--- src/rtl/wfvd_pkg.sv ---
`default_nettype none

package wfvd_pkg;

  localparam int MAX_VARINT_BYTES_DEF = 10;
  localparam int LENGTH_BITS_DEF      = 32;

  // Result status codes.
  localparam logic [2:0] ST_VALUE = 3'd0;
  localparam logic [2:0] ST_BYTE  = 3'd1;
  localparam logic [2:0] ST_EMPTY = 3'd2;
  localparam logic [2:0] ST_SKIP  = 3'd3;
  localparam logic [2:0] ST_ERROR = 3'd4;

  // Wire types.
  localparam logic [2:0] WT_VARINT = 3'd0;
  localparam logic [2:0] WT_I64    = 3'd1;
  localparam logic [2:0] WT_LEN    = 3'd2;
  localparam logic [2:0] WT_I32    = 3'd5;

  // Declared kinds.
  localparam logic [3:0] K_INT32    = 4'd0;
  localparam logic [3:0] K_UINT32   = 4'd1;
  localparam logic [3:0] K_INT64    = 4'd2;
  localparam logic [3:0] K_UINT64   = 4'd3;
  localparam logic [3:0] K_SINT32   = 4'd4;
  localparam logic [3:0] K_SINT64   = 4'd5;
  localparam logic [3:0] K_FIXED32  = 4'd6;
  localparam logic [3:0] K_SFIXED32 = 4'd7;
  localparam logic [3:0] K_FIXED64  = 4'd8;
  localparam logic [3:0] K_SFIXED64 = 4'd9;
  localparam logic [3:0] K_BOOL     = 4'd10;
  localparam logic [3:0] K_FLOAT    = 4'd11;
  localparam logic [3:0] K_DOUBLE   = 4'd12;
  localparam logic [3:0] K_STRING   = 4'd13;

  localparam logic [7:0] CONT_BIT = 8'h80;

  typedef struct packed {
    logic       mode;
    logic [2:0] wire_kind;
    logic [3:0] declared_kind;
    logic [7:0] data_byte;
    logic       buffer_end;
  } item_t;

  typedef struct packed {
    logic        valid;
    logic [2:0]  status;
    logic [63:0] value;
    logic        field_done;
  } result_t;

endpackage

`default_nettype wire

--- src/rtl/wfvd_core.sv ---
`default_nettype none

module wfvd_core #(
  parameter int MAX_VARINT_BYTES = wfvd_pkg::MAX_VARINT_BYTES_DEF,
  parameter int LENGTH_BITS      = wfvd_pkg::LENGTH_BITS_DEF
) (
  input  wire logic            clk,
  input  wire logic            rst_n,
  input  wire logic            step,
  input  wire wfvd_pkg::item_t item,
  output wfvd_pkg::result_t    res
);

  localparam int IDX_W = $clog2(MAX_VARINT_BYTES + 1);
  localparam logic [63:0] LEN_MASK =
      (LENGTH_BITS >= 64) ? {64{1'b1}} : ((64'd1 << LENGTH_BITS) - 64'd1);

  typedef enum logic [2:0] {
    PH_IDLE,
    PH_VARINT,
    PH_FIXED,
    PH_LENGTH,
    PH_PAYLOAD
  } phase_t;

  phase_t                 phase_r, phase_nxt;
  logic [3:0]             kind_r, kind_nxt;
  logic                   skip_r, skip_nxt;
  logic [63:0]            acc_r, acc_nxt;
  logic [IDX_W-1:0]       idx_r, idx_nxt;
  logic [LENGTH_BITS-1:0] rem_r, rem_nxt;

  logic [63:0]            acc_v;
  logic [IDX_W-1:0]       idx_v;
  logic [LENGTH_BITS-1:0] rem_d;
  logic [6:0]             var_sh;
  logic [3:0]             want;
  logic                   want_ok;
  logic                   wire_ok;

  function automatic logic [63:0] sext32(input logic [63:0] v);
    sext32 = {{32{v[31]}}, v[31:0]};
  endfunction

  function automatic logic [63:0] varint_value(input logic [3:0] k, input logic [63:0] v);
    logic [31:0] z;
    z = (v[31:0] >> 1) ^ {32{v[0]}};
    case (k)
      wfvd_pkg::K_INT32:  varint_value = sext32(v);
      wfvd_pkg::K_UINT32: varint_value = {32'd0, v[31:0]};
      wfvd_pkg::K_SINT32: varint_value = {{32{z[31]}}, z};
      wfvd_pkg::K_SINT64: varint_value = (v >> 1) ^ {64{v[0]}};
      wfvd_pkg::K_BOOL:   varint_value = {63'd0, (v != 64'd0)};
      default:            varint_value = v;
    endcase
  endfunction

  always_comb begin
    want    = 4'd0;
    want_ok = 1'b1;
    case (item.declared_kind) inside
      [wfvd_pkg::K_INT32:wfvd_pkg::K_SINT64], wfvd_pkg::K_BOOL:
        want = {1'b0, wfvd_pkg::WT_VARINT};
      wfvd_pkg::K_FIXED32, wfvd_pkg::K_SFIXED32, wfvd_pkg::K_FLOAT:
        want = {1'b0, wfvd_pkg::WT_I32};
      wfvd_pkg::K_FIXED64, wfvd_pkg::K_SFIXED64, wfvd_pkg::K_DOUBLE:
        want = {1'b0, wfvd_pkg::WT_I64};
      wfvd_pkg::K_STRING:
        want = {1'b0, wfvd_pkg::WT_LEN};
      default:
        want_ok = 1'b0;
    endcase
    wire_ok = (item.wire_kind == wfvd_pkg::WT_VARINT) ||
              (item.wire_kind == wfvd_pkg::WT_I64) ||
              (item.wire_kind == wfvd_pkg::WT_LEN) ||
              (item.wire_kind == wfvd_pkg::WT_I32);
  end

  always_comb begin
    phase_nxt = phase_r;
    kind_nxt  = kind_r;
    skip_nxt  = skip_r;
    acc_nxt   = acc_r;
    idx_nxt   = idx_r;
    rem_nxt   = rem_r;
    res       = '0;
    var_sh    = 7'(32'(idx_r) * 7);
    acc_v     = acc_r;
    idx_v     = idx_r + IDX_W'(1);
    rem_d     = rem_r - LENGTH_BITS'(1);

    if (!item.mode) begin
      phase_nxt = PH_IDLE;
      kind_nxt  = item.declared_kind;
      skip_nxt  = 1'b0;
      acc_nxt   = '0;
      idx_nxt   = '0;
      rem_nxt   = '0;
      if (!want_ok || !wire_ok) begin
        res = '{1'b1, wfvd_pkg::ST_ERROR, 64'd0, 1'b1};
      end else if ({1'b0, item.wire_kind} != want &&
                   (item.declared_kind == wfvd_pkg::K_BOOL ||
                    item.declared_kind == wfvd_pkg::K_STRING)) begin
        res = '{1'b1, wfvd_pkg::ST_ERROR, 64'd0, 1'b1};
      end else begin
        skip_nxt = ({1'b0, item.wire_kind} != want);
        case (item.wire_kind)
          wfvd_pkg::WT_VARINT: phase_nxt = PH_VARINT;
          wfvd_pkg::WT_LEN:    phase_nxt = PH_LENGTH;
          wfvd_pkg::WT_I64: begin
            phase_nxt = PH_FIXED;
            rem_nxt   = LENGTH_BITS'(8);
          end
          default: begin
            phase_nxt = PH_FIXED;
            rem_nxt   = LENGTH_BITS'(4);
          end
        endcase
      end
    end else begin
      case (phase_r)
        PH_VARINT, PH_LENGTH: begin
          // Seven payload bits per byte, low group first; bits past 63 fall off.
          acc_v   = acc_r | ({57'd0, item.data_byte[6:0]} << var_sh);
          acc_nxt = acc_v;
          idx_nxt = idx_v;
          if ((item.data_byte & wfvd_pkg::CONT_BIT) != 8'd0) begin
            if (idx_v >= IDX_W'(MAX_VARINT_BYTES) || item.buffer_end) begin
              res = '{1'b1, wfvd_pkg::ST_ERROR, 64'd0, 1'b1};
            end
          end else if (phase_r == PH_VARINT) begin
            if (skip_r) begin
              res = '{1'b1, wfvd_pkg::ST_SKIP, 64'd0, 1'b1};
            end else begin
              res = '{1'b1, wfvd_pkg::ST_VALUE, varint_value(kind_r, acc_v), 1'b1};
            end
          end else if (acc_v > LEN_MASK) begin
            res = '{1'b1, wfvd_pkg::ST_ERROR, 64'd0, 1'b1};
          end else begin
            rem_nxt = acc_v[LENGTH_BITS-1:0];
            if (acc_v == 64'd0) begin
              res = '{1'b1, skip_r ? wfvd_pkg::ST_SKIP : wfvd_pkg::ST_EMPTY, 64'd0, 1'b1};
            end else if (item.buffer_end) begin
              res = '{1'b1, wfvd_pkg::ST_ERROR, 64'd0, 1'b1};
            end else begin
              phase_nxt = PH_PAYLOAD;
            end
          end
        end
        PH_FIXED: begin
          acc_v   = acc_r | ({56'd0, item.data_byte} << {idx_r[2:0], 3'b000});
          acc_nxt = acc_v;
          idx_nxt = idx_v;
          rem_nxt = rem_d;
          if (rem_d == '0) begin
            if (skip_r) begin
              res = '{1'b1, wfvd_pkg::ST_SKIP, 64'd0, 1'b1};
            end else if (kind_r == wfvd_pkg::K_SFIXED32) begin
              res = '{1'b1, wfvd_pkg::ST_VALUE, sext32(acc_v), 1'b1};
            end else begin
              res = '{1'b1, wfvd_pkg::ST_VALUE, acc_v, 1'b1};
            end
          end else if (item.buffer_end) begin
            res = '{1'b1, wfvd_pkg::ST_ERROR, 64'd0, 1'b1};
          end
        end
        PH_PAYLOAD: begin
          rem_nxt = rem_d;
          if (rem_d == '0) begin
            if (skip_r) begin
              res = '{1'b1, wfvd_pkg::ST_SKIP, 64'd0, 1'b1};
            end else begin
              res = '{1'b1, wfvd_pkg::ST_BYTE, {56'd0, item.data_byte}, 1'b1};
            end
          end else if (item.buffer_end) begin
            res = '{1'b1, wfvd_pkg::ST_ERROR, 64'd0, 1'b1};
          end else if (!skip_r) begin
            res = '{1'b1, wfvd_pkg::ST_BYTE, {56'd0, item.data_byte}, 1'b0};
          end
        end
        default: begin
        end
      endcase
    end

    // The last result of a field always returns the decoder to idle.
    if (res.valid && res.field_done) begin
      phase_nxt = PH_IDLE;
    end
  end

  always_ff @(posedge clk) begin
    if (!rst_n) begin
      phase_r <= PH_IDLE;
      kind_r  <= '0;
      skip_r  <= 1'b0;
      acc_r   <= '0;
      idx_r   <= '0;
      rem_r   <= '0;
    end else if (step) begin
      phase_r <= phase_nxt;
      kind_r  <= kind_nxt;
      skip_r  <= skip_nxt;
      acc_r   <= acc_nxt;
      idx_r   <= idx_nxt;
      rem_r   <= rem_nxt;
    end
  end

endmodule

`default_nettype wire

--- src/rtl/wire_field_value_decoder.sv ---
// A word accepted at a clock edge is held in the input register; when the result register
// is free or draining, its result word, if any, is registered there and shown on out_tvalid.
// Throughput: one word per cycle while out_tready stays high; the decode
// state advances once per word in a single pass between the two registers.
// Reset (rst_n low at a clock edge) empties both registers and sets the field
// state to idle; it takes effect at that edge.
`default_nettype none

module wire_field_value_decoder #(
  parameter int MAX_VARINT_BYTES = wfvd_pkg::MAX_VARINT_BYTES_DEF,
  parameter int LENGTH_BITS      = wfvd_pkg::LENGTH_BITS_DEF
) (
  input  wire logic        clk,
  input  wire logic        rst_n,
  input  wire logic        in_tvalid,
  output logic             in_tready,
  input  wire logic [7:0]  in_tdata,   // data_byte
  input  wire logic [7:0]  in_tuser,   // mode [0], wire_kind [3:1], declared_kind [7:4]
  input  wire logic        in_tlast,   // buffer_end
  output logic             out_tvalid,
  input  wire logic        out_tready,
  output logic [63:0]      out_tdata,  // value
  output logic [2:0]       out_tuser,  // status
  output logic             out_tlast   // field_done
);

  logic              in_valid_r;
  wfvd_pkg::item_t   in_item_r;
  logic              out_valid_r;
  wfvd_pkg::result_t out_res_r;
  wfvd_pkg::result_t res;
  logic              fire;
  logic              in_acc;

  // The held word moves on whenever the result register is free or draining.
  assign fire      = in_valid_r && (!out_valid_r || out_tready);
  assign in_tready = !in_valid_r || fire;
  assign in_acc    = in_tvalid && in_tready;

  always_ff @(posedge clk) begin
    if (!rst_n) begin
      in_valid_r <= 1'b0;
    end else if (in_acc) begin
      in_valid_r <= 1'b1;
    end else if (fire) begin
      in_valid_r <= 1'b0;
    end
    if (in_acc) begin
      in_item_r <= '{in_tuser[0], in_tuser[3:1], in_tuser[7:4], in_tdata, in_tlast};
    end
  end

  wfvd_core #(
    .MAX_VARINT_BYTES(MAX_VARINT_BYTES),
    .LENGTH_BITS     (LENGTH_BITS)
  ) u_core (
    .clk  (clk),
    .rst_n(rst_n),
    .step (fire),
    .item (in_item_r),
    .res  (res)
  );

  always_ff @(posedge clk) begin
    if (!rst_n) begin
      out_valid_r <= 1'b0;
    end else if (fire) begin
      out_valid_r <= res.valid;
    end else if (out_tready) begin
      out_valid_r <= 1'b0;
    end
    if (fire && res.valid) begin
      out_res_r <= res;
    end
  end

  assign out_tvalid = out_valid_r;
  assign out_tdata  = out_res_r.value;
  assign out_tuser  = out_res_r.status;
  assign out_tlast  = out_res_r.field_done;

  a_zero_value : assert property (@(posedge clk) disable iff (!rst_n)
    out_tvalid && (out_tuser == wfvd_pkg::ST_ERROR || out_tuser == wfvd_pkg::ST_SKIP ||
                   out_tuser == wfvd_pkg::ST_EMPTY) |-> out_tdata == 64'd0)
    else $error("error, skip or empty result carries a nonzero value");

  a_byte_width : assert property (@(posedge clk) disable iff (!rst_n)
    out_tvalid && out_tuser == wfvd_pkg::ST_BYTE |-> out_tdata[63:8] == 56'd0)
    else $error("payload byte result has upper value bits set");

  a_done_nonbyte : assert property (@(posedge clk) disable iff (!rst_n)
    out_tvalid && out_tuser != wfvd_pkg::ST_BYTE |-> out_tlast)
    else $error("non-payload result without field_done");

  a_stall : assert property (@(posedge clk) disable iff (!rst_n)
    in_valid_r && out_valid_r && !out_tready |-> !in_tready)
    else $error("input taken while the pipeline is stalled");

endmodule

`default_nettype wire

--- config.mk ---
export PLATFORM = sky130hd
export DESIGN_NAME = wire_field_value_decoder
export DESIGN_NICKNAME = d
export VERILOG_FILES = /design/src/rtl/wfvd_pkg.sv /design/src/rtl/wfvd_core.sv /design/src/rtl/wire_field_value_decoder.sv
export SDC_FILE = /design/constraint.sdc
export NUM_CORES = 1
export LEC_CHECK = 0
export BUFFER_PORTS_ARGS = -buffer_cell sky130_fd_sc_hd__buf_2
export CORE_AREA = 2 2 166 152
export DETAILED_ROUTE_END_ITERATION = 6
export DIE_AREA = 0 0 168 154
export HOLD_SLACK_MARGIN = 0.06
export PLACE_DENSITY = 0.75
export SYNTH_ARGS = -nofsm -noshare
export SYNTH_HDL_FRONTEND = slang
export SYNTH_SLANG_ARGS = --single-unit
export TNS_END_PERCENT = 100
--- constraint.sdc ---
create_clock -name clk -period 12.55 [get_ports clk]
set_input_delay 0.6275 -clock clk [delete_from_list [all_inputs] [get_ports clk]]
set_output_delay 0.6275 -clock clk [all_outputs]
set_load 0.01 [all_outputs]
==> results of run 1 <==
-- area by class of cell --
| cell class | instances | share of cell area |
|---|---|---|
| clock buffer | 18 | 0.0324 |
| tap | 308 | 0.0284 |
| antenna | 1 | 0.000184 |
| clock inverter | 14 | 0.00894 |
| multi-input combinational | 1170 | 0.523 |
| sequential | 195 | 0.350 |
| timing repair buffer | 123 | 0.0514 |
| inverter | 21 | 0.00581 |
-- state kept, by name, summed over array words and instances (netlist names) --
name            flops
out_tdata          64
u_core.acc_r       64
u_core.rem_r       32
in_item_r          17
u_core.idx_r        4
u_core.kind_r       4
out_tuser           3
u_core.phase_r      3
in_valid_r          1
out_tlast           1
out_tvalid          1
u_core.skip_r       1
-- metrics by stage --
stage	power (mW)	util
after global routing	1.45	0.566
final	1.40	0.566
after floorplan	0.821	-
after global placement	0.873	0.542
after CTS	1.40	0.566
after detailed placement	0.875	0.542
-- power by group through the flow --
stage	Clock, mW	Combinational, mW	Sequential [mW]
after floorplan	0	0.122	0.699
after global placement	0	0.173	0.700
after detailed placement	0	0.175	0.700
after CTS	0.542	0.175	0.686
after global routing	0.567	0.193	0.688
final	0.538	0.181	0.686
-- critical path: stages, from the launching register on --
cell and delay, ps:
dfxtp_1 960, buf_4 430, nor2b_1 210, a21oi_1 520
nand4_1 150, a2111oi_0 570, and4_1 350, nor4_1 70
o211ai_1 370, o21bai_1 190, a21oi_4 260, buf_4 660
-- layer usage --
metal | up-vias | global-route usage | share of wire
li1 | 5760 | - | -
met4 | 0 | 0.112 | 0.034
met3 | 152 | 0.0862 | 0.13
met2 | 1018 | 0.468 | 0.41
met5 | - | 0 | 0
met1 | 5961 | 0.469 | 0.42
-- worst min-delay path by stage --
| stage | start | end | slack (ps) | cells after the start |
|---|---|---|---|---|
| after global placement | u_core.rem_r[18] | u_core.rem_r[18] | 480 | 2 |
| after global routing | in_tuser[0] | in_item_r[16] | 340 | 1 |
| after floorplan | u_core.rem_r[18] | u_core.rem_r[18] | 460 | 2 |
| after CTS | in_tuser[0] | in_item_r[16] | 350 | 1 |
| final | in_tuser[0] | in_item_r[16] | 360 | 1 |
| after detailed placement | u_core.rem_r[13] | u_core.rem_r[13] | 490 | 2 |
-- kinds of logic (layout without fill, tap and decap cells) --
| group | Yosys count | count (layout) |
|---|---|---|
| adder cells (fa/ha/maj) | 5 | 5 |
| flip-flops | 195 | 195 |
| AND/OR/NAND/NOR | 485 | 485 |
| multiplexers | 5 | 5 |
| buffers and inverters | 165 | 176 |
| XOR/XNOR | 77 | 77 |
| AO/OA/AOI/OAI | 598 | 598 |
| other | 0 | 1 |
-- cell usage in the layout (no fill, tap or decap), types with 29 or more instances in the layout --
cell type | Yosys | layout
buf_4 | 3 | 33
a31oi_1 | 37 | 37
nand2_1 | 128 | 128
nor2_1 | 162 | 161
edfxtp_1 | 85 | 85
o22ai_1 | 67 | 67
dfxtp_1 | 110 | 110
nand3_1 | 34 | 34
a211oi_1 | 84 | 84
o21ai_0 | 96 | 95
buf_2 | 9 | 90
a22oi_1 | 47 | 47
a21oi_1 | 148 | 145
nor3_1 | 31 | 29
xnor2_1 | 71 | 71
==> impl_metrics.py, run 1 <==
metrics = {
    "worst_setup_path": {
        "timing.rr.start": "u_core.idx_r[0]",
        "timing.reg2reg.setup_slack_ps": 7300,
        "crit_path_start": "u_core.idx_r[0]",
        "start_kind": "register",
        "arrival_ps": 5320,
        "crit_path_max_fanout": 64,
        "cp-end-kind": "register",
        "endpoint": "out_tdata[20]",
        "rr_worst_depth": 11,
        "crit_type": "register to register",
        "critical_path_required_ps": 12620,
        "worst_r2r_endpoint": "out_tdata[20]",
    },
    "power": {
        "intPower_uw": 995,
        "ir_worst_vdd_mv": 0.0719,
        "switching_power_uw": 410,
        "pwr-share-seq": 0.488,
        "cellPowerDensity_nw_per_um2": 104,
        "clkPwrFrac": 0.383,
        "swShare": 0.292,
        "p_leak_nw": 4.55,
        "combPwrFrac": 0.129,
    },
    "die": {
        "rows": 54,
        "fp.dieH_um": 154,
        "core-area_um2": 24000,
        "die_area_um2": 25900,
        "fp.dieW_um": 168,
        "initial_utilization": 0.518,
        "boundaryPins": 91,
    },
    "yosys": {
        "synth.most_common_cell": "nor2_1",
        "synth-compound-area-share": 0.310,
        "syn_nets": 1556,
        "synth_top_cell_by_area": "edfxtp_1",
        "synth_edf_count": 85,
        "ys.warnings.count": 0,
        "syn_avg_cell_area_um2": 8.12,
        "syn_inst": 1530,
        "synth_common_cells": "nor2_1 (162), a21oi_1 (148), nand2_1 (128)",
        "yosys.area_share.adder": 0.00503,
        "synth_xor_area_frac": 0.0543,
        "ys_ff_latch": 195,
        "ys_seq_area_frac": 0.383,
        "synth.top_cell.area_share": 0.205,
        "synthTopCellsByArea": "edfxtp_1 (21%), dfxtp_1 (18%), a21oi_1 (6.0%)",
        "yosys.area_share.simple": 0.190,
        "synthArstFlopShare": 0,
        "netlist_area_um2": 12400,
        "ys.flop_type": "dfxtp_1",
        "ys_types": 76,
        "synthMuxAreaShare": 0.00413,
        "synth_top_family_by_area": "compound AO/OA/AOI/OAI gates",
    },
    "clock_network": {
        "cts_tree": "yes",
        "cts_hold_buf": 0,
        "htreeDepth": 4,
        "clk_pin_slew_ps": 70,
        "root_buffer": "clkbuf_16",
        "numCtsBuffers": 17,
        "post_cts_buffers": 0,
        "clk_latency_ps": 450,
        "cts_buffer_depth": 2,
        "cts-resized-gates": 0,
        "clkSinkCount": 195,
    },
    "sta": {
        "slew_headroom": 0.144,
        "maxSlewViolCount": 0,
        "fin_crit_sh": 0.418,
        "rsz0062_at_grt": "false",
        "fin_crit_ps": 5250,
        "tightest_slew_ps": 1270,
        "skew_ps": 14.6,
        "max_freq_ghz": 0.191,
        "timing.hold.ws_ps": 356,
        "finalHoldViolations": 0,
        "setup_ws_ps": 7300,
        "setup_viol": 0,
        "tns_ps": 0,
    },
    "global_routing": {
        "antenna_found_initial": 2,
        "grt_max_degree": 96,
        "grt_usage": 0.325,
        "grt-ovfl-total": 0,
        "grt_pass1_wl_um": 66400,
        "grt_pass1_vias": 11500,
    },
    "status": {
        "outcome": "completed",
    },
    "cells_and_area": {
        "layout.nets": 1554,
        "syn_to_final_growth_pct": 9.22,
        "register_area_um2": 4750,
        "fin_cells": 1850,
        "fillers": 2192,
        "multi_input_area_um2": 7090,
        "drive_above_1_share": 0.134,
        "stdcell_area_um2": 13600,
    },
    "placed_design": {
        "hpwl_um": 27300,
        "dp_worst_setup_slack_ps": 7560,
        "dp_cells": 1817,
        "io_buffers": 90,
        "placed_cell_area_um2": 13000,
        "gp_congestion": 1.01,
    },
    "route": {
        "drtIter0Drc": 1965,
        "drt-total-wl_um": 42700,
        "drc_errors": 0,
        "vias": 12900,
        "wl_per_cell_um": 23.1,
        "ant_nets": 0,
        "drtPass1Iterations": 6,
        "via_per_inst": 6.97,
    },
    "job": {
        "drv_cap": 0,
    },
    "min_path": {
        "hp-class": "input port to register",
    },
}
(Power assumes the default switching activity.)
==> run 2: changes to the inputs <==
==> constraint.sdc (replaced) <==
create_clock -name clk -period 5.1 [get_ports clk]
set_input_delay 0.255 -clock clk [delete_from_list [all_inputs] [get_ports clk]]
set_output_delay 0.255 -clock clk [all_outputs]
set_load 0.01 [all_outputs]
==> impl_metrics.py, run 2 (synthesis results as in run 1) <==
metrics = {
    "status": {
        "outcome": "completed",
    },
    "global_routing": {
        "grt_usage": 0.328,
        "antenna_found_initial": 0,
        "grt-ovfl-total": 0,
        "grt_max_degree": 65,
        "grt_pass1_wl_um": 66900,
        "grt_pass1_vias": 11700,
    },
    "placed_design": {
        "gp_congestion": 1.01,
        "dp_worst_setup_slack_ps": 922,
        "hpwl_um": 27800,
        "io_buffers": 90,
    },
    "job": {
        "drv_cap": 0,
    },
    "clock_network": {
        "htreeDepth": 4,
        "cts_tree": "yes",
        "cts-resized-gates": 0,
        "root_buffer": "clkbuf_16",
        "clk_pin_slew_ps": 90,
        "cts_buffer_depth": 2,
        "numCtsBuffers": 17,
        "clkSinkCount": 195,
        "clk_latency_ps": 460,
    },
    "power": {
        "pwr-share-seq": 0.473,
        "ir_worst_vdd_mv": 0.208,
        "cellPowerDensity_nw_per_um2": 257,
        "intPower_mw": 2.52,
        "swShare": 0.296,
        "combPwrFrac": 0.129,
        "clkPwrFrac": 0.398,
        "switching_power_mw": 1.06,
        "p_leak_nw": 4.71,
    },
    "worst_setup_path": {
        "worst_r2r_endpoint": "out_tdata[16]",
        "cp-end-kind": "register",
        "timing.rr.start": "u_core.idx_r[0]",
        "critical_path_required_ps": 5220,
        "rr_worst_depth": 10,
        "crit_type": "register to register",
        "start_kind": "register",
        "slowest_delay_ps": 920,
        "arrival_ps": 4570,
        "crit_path_top_delay_cell": "dfxtp_1",
        "timing.reg2reg.setup_slack_ps": 640,
        "crit_path_max_fanout": 64,
        "path_cells": "nor2b_1, a21oi_1, nand4_1, a2111oi_0, and4_1, nor4_1, o211ai_1, o21bai_1, a21oi_4, buf_12",
    },
    "route": {
        "wl_per_cell_um": 22.8,
        "drc_errors": 0,
        "vias": 12900,
        "drtPass1Iterations": 6,
        "drtIter0Drc": 1874,
        "ant_nets": 0,
        "via_per_inst": 6.85,
        "drt-total-wl_um": 42900,
    },
    "die": {
        "fp.dieH_um": 154,
        "rows": 54,
        "die_area_um2": 25900,
        "core-area_um2": 24000,
        "initial_utilization": 0.518,
        "fp.dieW_um": 168,
        "boundaryPins": 91,
    },
    "cells_and_area": {
        "post-route-util": 0.580,
        "drive_above_1_share": 0.140,
        "final_common_cell": "nor2_1",
        "diodes": 0,
        "syn_to_final_growth_pct": 12.1,
        "layout.nets": 1586,
        "final_cell_mix": "nor2_1 (161), a21oi_1 (145), nand2_1 (128)",
    },
    "sta": {
        "timing.hold.ws_ps": 200,
        "setup_ws_ps": 645,
        "max_freq_ghz": 0.224,
        "setup_viol": 0,
        "slew_headroom": 0.117,
        "tightest_slew_ps": 1310,
        "maxSlewViolCount": 0,
        "fin_crit_sh": 0.874,
        "fin_crit_ps": 4460,
        "finalHoldViolations": 0,
        "skew_ps": 17.4,
        "tns_ps": 0,
        "rsz0062_at_grt": "false",
    },
    "min_path": {
        "hold_path_startpoint": "out_tready",
        "hold_path_depth": 4,
        "hold_path_end": "in_valid_r",
        "hp-class": "input port to register",
    },
}
[run 2: area by class of cell]
cell class | count | area, µm²
clock buffer | 17 | 425
clock inverter | 15 | 191
fill | 2136 | 10100
inverter | 21 | 78.8
multi-input combinational | 1170 | 7090
sequential | 195 | 4750
tap | 308 | 385
timing repair buffer | 155 | 996
[run 2: how the worst max path moves through the flow]
stage                    end  cells after the start            start  slack (ps)
2_1_floorplan   out_tdata[0]                     13  u_core.idx_r[3]         460
5_1_grt        out_tdata[15]                     10  u_core.idx_r[0]         470
6_report       out_tdata[16]                     10  u_core.idx_r[0]         640
3_3_place_gp   out_tdata[59]                     10  u_core.idx_r[0]        1000
3_5_place_dp   out_tdata[58]                     10  u_core.idx_r[0]         920
4_1_cts        out_tdata[30]                     10  u_core.idx_r[0]         840
[run 2: repair_timing]
item / in CTS / in global routing
setup endpoints to repair: 0 / 0
hold buffers: 18 / 0
hold endpoints to repair: 18 / 0
setup buffers: 0 / 0
[run 2: metrics by stage]
| stage | area (µm²) | cells | total power, mW |
|---|---|---|---|
| floorplan | 12400 | 1530 | 2.02 |
| global placement | 13100 | 1831 | 2.16 |
| detailed placement | 13100 | 1831 | 2.16 |
| CTS | 13900 | 1881 | 3.57 |
| global route | 13900 | 1881 | 3.68 |
| finish | 13900 | 1881 | 3.57 |
[run 2: worst max-delay path: cells and delay by family, from the launching register on]
kind,cells,cell delay (ps)
AOI/OAI and AO/OA,5,1920
buffers and inverters,1,300
DFF,1,920
and+or+nand+nor,4,860
[run 2: power by group through the flow]
stage | clock network (mW) | logic (mW) | registers, mW
final | 1.42 | 0.460 | 1.69
after global routing | 1.49 | 0.491 | 1.70
after CTS | 1.43 | 0.446 | 1.69
after detailed placement | 0 | 0.433 | 1.73
after global placement | 0 | 0.431 | 1.73
after floorplan | 0 | 0.300 | 1.72
[run 2: routing by layer]
layer	routed length, µm	vias up	global-route usage
met1	17800	5978	0.460
met5	0	-	0
li1	-	5799	-
met4	1610	0	0.124
met2	17400	968	0.464
met3	6070	131	0.114
==> run 3: changes to the inputs <==
--- a/config.mk
+++ b/config.mk
@@ -6,12 +6,13 @@
 export NUM_CORES = 1
 export LEC_CHECK = 0
 export BUFFER_PORTS_ARGS = -buffer_cell sky130_fd_sc_hd__buf_2
-export CORE_AREA = 2 2 166 152
+export CORE_AREA = 2 2 168 153
 export DETAILED_ROUTE_END_ITERATION = 6
-export DIE_AREA = 0 0 168 154
+export DIE_AREA = 0 0 170 155
 export HOLD_SLACK_MARGIN = 0.06
 export PLACE_DENSITY = 0.75
 export SYNTH_ARGS = -nofsm -noshare
 export SYNTH_HDL_FRONTEND = slang
+export SYNTH_HIERARCHICAL = 1
 export SYNTH_SLANG_ARGS = --single-unit
 export TNS_END_PERCENT = 100
==> impl_metrics.py, run 3 <==
metrics = {
    "route": {
        "drtPass1Iterations": 7,
        "ant_nets": 0,
        "drc_errors": 0,
        "wl_per_cell_um": 22.0,
        "drtIter0Drc": 1728,
        "drt-total-wl_um": 43200,
        "vias": 13100,
        "via_per_inst": 6.69,
    },
    "placed_design": {
        "gp_congestion": 0.971,
        "io_buffers": 90,
        "hpwl_um": 28200,
        "dp_cells": 1908,
    },
    "die": {
        "core-area_um2": 24800,
        "die_area_um2": 26400,
        "fp.dieW_um": 170,
        "fp.dieH_um": 155,
        "initial_utilization": 0.510,
        "boundaryPins": 91,
        "rows": 55,
    },
    "yosys": {
        "syn_avg_cell_area_um2": 7.92,
        "synth_top_cell_by_area": "edfxtp_1",
        "netlist_area_um2": 12600,
        "ys_seq_area_frac": 0.376,
        "synth_edf_count": 85,
        "ys.flop_type": "dfxtp_1",
        "synthArstFlopShare": 0,
        "synth.most_common_cell": "nand2_1",
        "synth_common_cells": "nand2_1 (260), a21oi_1 (191), clkbuf_1 (123)",
        "synth.top_cell.area_share": 0.202,
        "synthTopCellsByArea": "edfxtp_1 (20%), dfxtp_1 (17%), nand2_1 (7.7%)",
        "ys.warnings.count": 6,
        "syn_inst": 1597,
        "ys_types": 80,
        "ys_ff_latch": 195,
        "syn_nets": 1624,
    },
    "cells_and_area": {
        "layout.nets": 1659,
        "final_common_cell": "nand2_1",
        "drive_above_1_share": 0.128,
        "post-route-util": 0.573,
        "fin_cells": 1958,
        "syn_to_final_growth_pct": 12.2,
        "fillers": 2221,
        "diodes": 0,
        "final_cell_mix": "nand2_1 (260), a21oi_1 (191), nor2_1 (111)",
    },
    "power": {
        "ir_worst_vdd_mv": 0.173,
        "p_leak_nw": 5.14,
        "cellPowerDensity_nw_per_um2": 248,
    },
    "worst_setup_path": {
        "path_cells": "inv_1, ha_1, or3b_2, nor3_2, nand3_1, o311ai_0, and4_1, and4_1, a211oi_1, o21ai_0, a21o_1, nand2_1, nor2_4, buf_6",
        "path_buf_inv": 2,
        "crit_type": "register to register",
        "crit_path_top_delay_cell": "or3b_2",
        "arrival_ps": 4680,
        "start_kind": "register",
        "slowest_delay_ps": 590,
        "crit_path_max_fanout": 68,
        "critPathMostFrequentCell": "and4_1",
        "critical_path_required_ps": 5190,
        "cp-end-kind": "register",
        "critPathTopFamily": "simple AND/OR/NAND/NOR gates",
    },
    "min_path": {
        "hp-class": "input port to register",
    },
    "global_routing": {
        "grt_max_degree": 69,
        "grt_pass1_wl_um": 67200,
        "antenna_found_initial": 0,
        "grt_usage": 0.324,
        "grt-ovfl-total": 0,
        "grt_pass1_vias": 12000,
    },
    "sta": {
        "tightest_slew_ps": 1310,
        "finalHoldViolations": 0,
        "rsz0062_at_grt": "false",
        "maxSlewViolCount": 0,
        "fin_crit_ps": 4590,
        "tns_ps": 0,
        "setup_viol": 0,
        "fin_crit_sh": 0.900,
        "max_freq_ghz": 0.218,
        "slew_headroom": 0.119,
        "skew_ps": 17.0,
    },
    "clock_network": {
        "numCtsBuffers": 17,
        "clk_pin_slew_ps": 80,
        "clk_latency_ps": 460,
        "cts_buffer_depth": 2,
        "htreeDepth": 4,
        "clkSinkCount": 195,
        "cts_tree": "yes",
        "root_buffer": "clkbuf_16",
    },
    "status": {
        "outcome": "completed",
    },
    "job": {
        "drv_cap": 0,
    },
}
-- run 3: power breakdown --
part | leakage [nW] | switching (mW) | internal [mW]
clock network | 0.292 | 0.718 | 0.664
logic | 3.25 | 0.287 | 0.154
registers | 1.60 | 0.0465 | 1.66
total | 5.14 | 1.05 | 2.47
-- run 3: kinds of logic after synthesis --
logic type / count (synthesis) / synth area share
compound gates: 529 / 0.272
xor+xnor: 74 / 0.0513
fa+ha+maj: 6 / 0.00594
buf+inv: 170 / 0.0524
flops: 195 / 0.376
mux: 2 / 0.00158
simple gates: 621 / 0.241
-- run 3: worst register-to-register path, delay by kind of cell, from the launching register on --
family          cells  cell delay, ps
compound gates      4             770
fa+ha+maj           1             360
buf+inv             2             620
flops               1             390
simple gates        7            2050
-- run 3: path summary, 6_finish.rpt --
path | startpoint | endpoint | slack [ps] | cells after the start
setup reg to reg | u_core/rem_r[0] | out_tdata[24] | 510 | 14
hold / removal | out_tready | out_tvalid | 140 | 3
setup / recovery | u_core/rem_r[0] | out_tdata[24] | 510 | 14
hold reg to reg | in_valid_r | in_valid_r | 510 | 2
-- run 3: per-stage QoR --
stage | area (µm²) | worst slack [ps] | hold slack [ps] | power, mW
2_1_floorplan | 12700 | 596 | 354 | 2.01
3_3_place_gp | 13400 | 565 | 432 | 2.15
3_5_place_dp | 13400 | 494 | 433 | 2.15
4_1_cts | 14200 | 419 | 137 | 3.52
5_1_grt | 14200 | 102 | 153 | 3.63
6_report | 14200 | 511 | 142 | 3.52
-- run 3: metal layers --
metal	track usage	vias up	part of all wire
li1	-	5890	-
met1	0.471	6164	0.42
met2	0.472	911	0.42
met3	0.0702	139	0.12
met4	0.122	0	0.035
met5	0	-	0
-- run 3: cell type report --
cell class                 instances  area (µm²)  share of cell area
tap                              313         392              0.0276
multi-input combinational       1232        7300               0.515
clock inverter                    15         181              0.0128
clock buffer                      17         425              0.0300
sequential                       195        4750               0.335
inverter                          24        90.1             0.00635
timing repair buffer             162        1040              0.0733
-- run 3: what timing repair did --
action                                  in CTS  in global routing
hold endpoints to repair                    18                  0
resized for setup                            0                  1
hold buffers                                18                  0
buffers inserted                             0                  0
endpoints found under the setup margin       0                 68
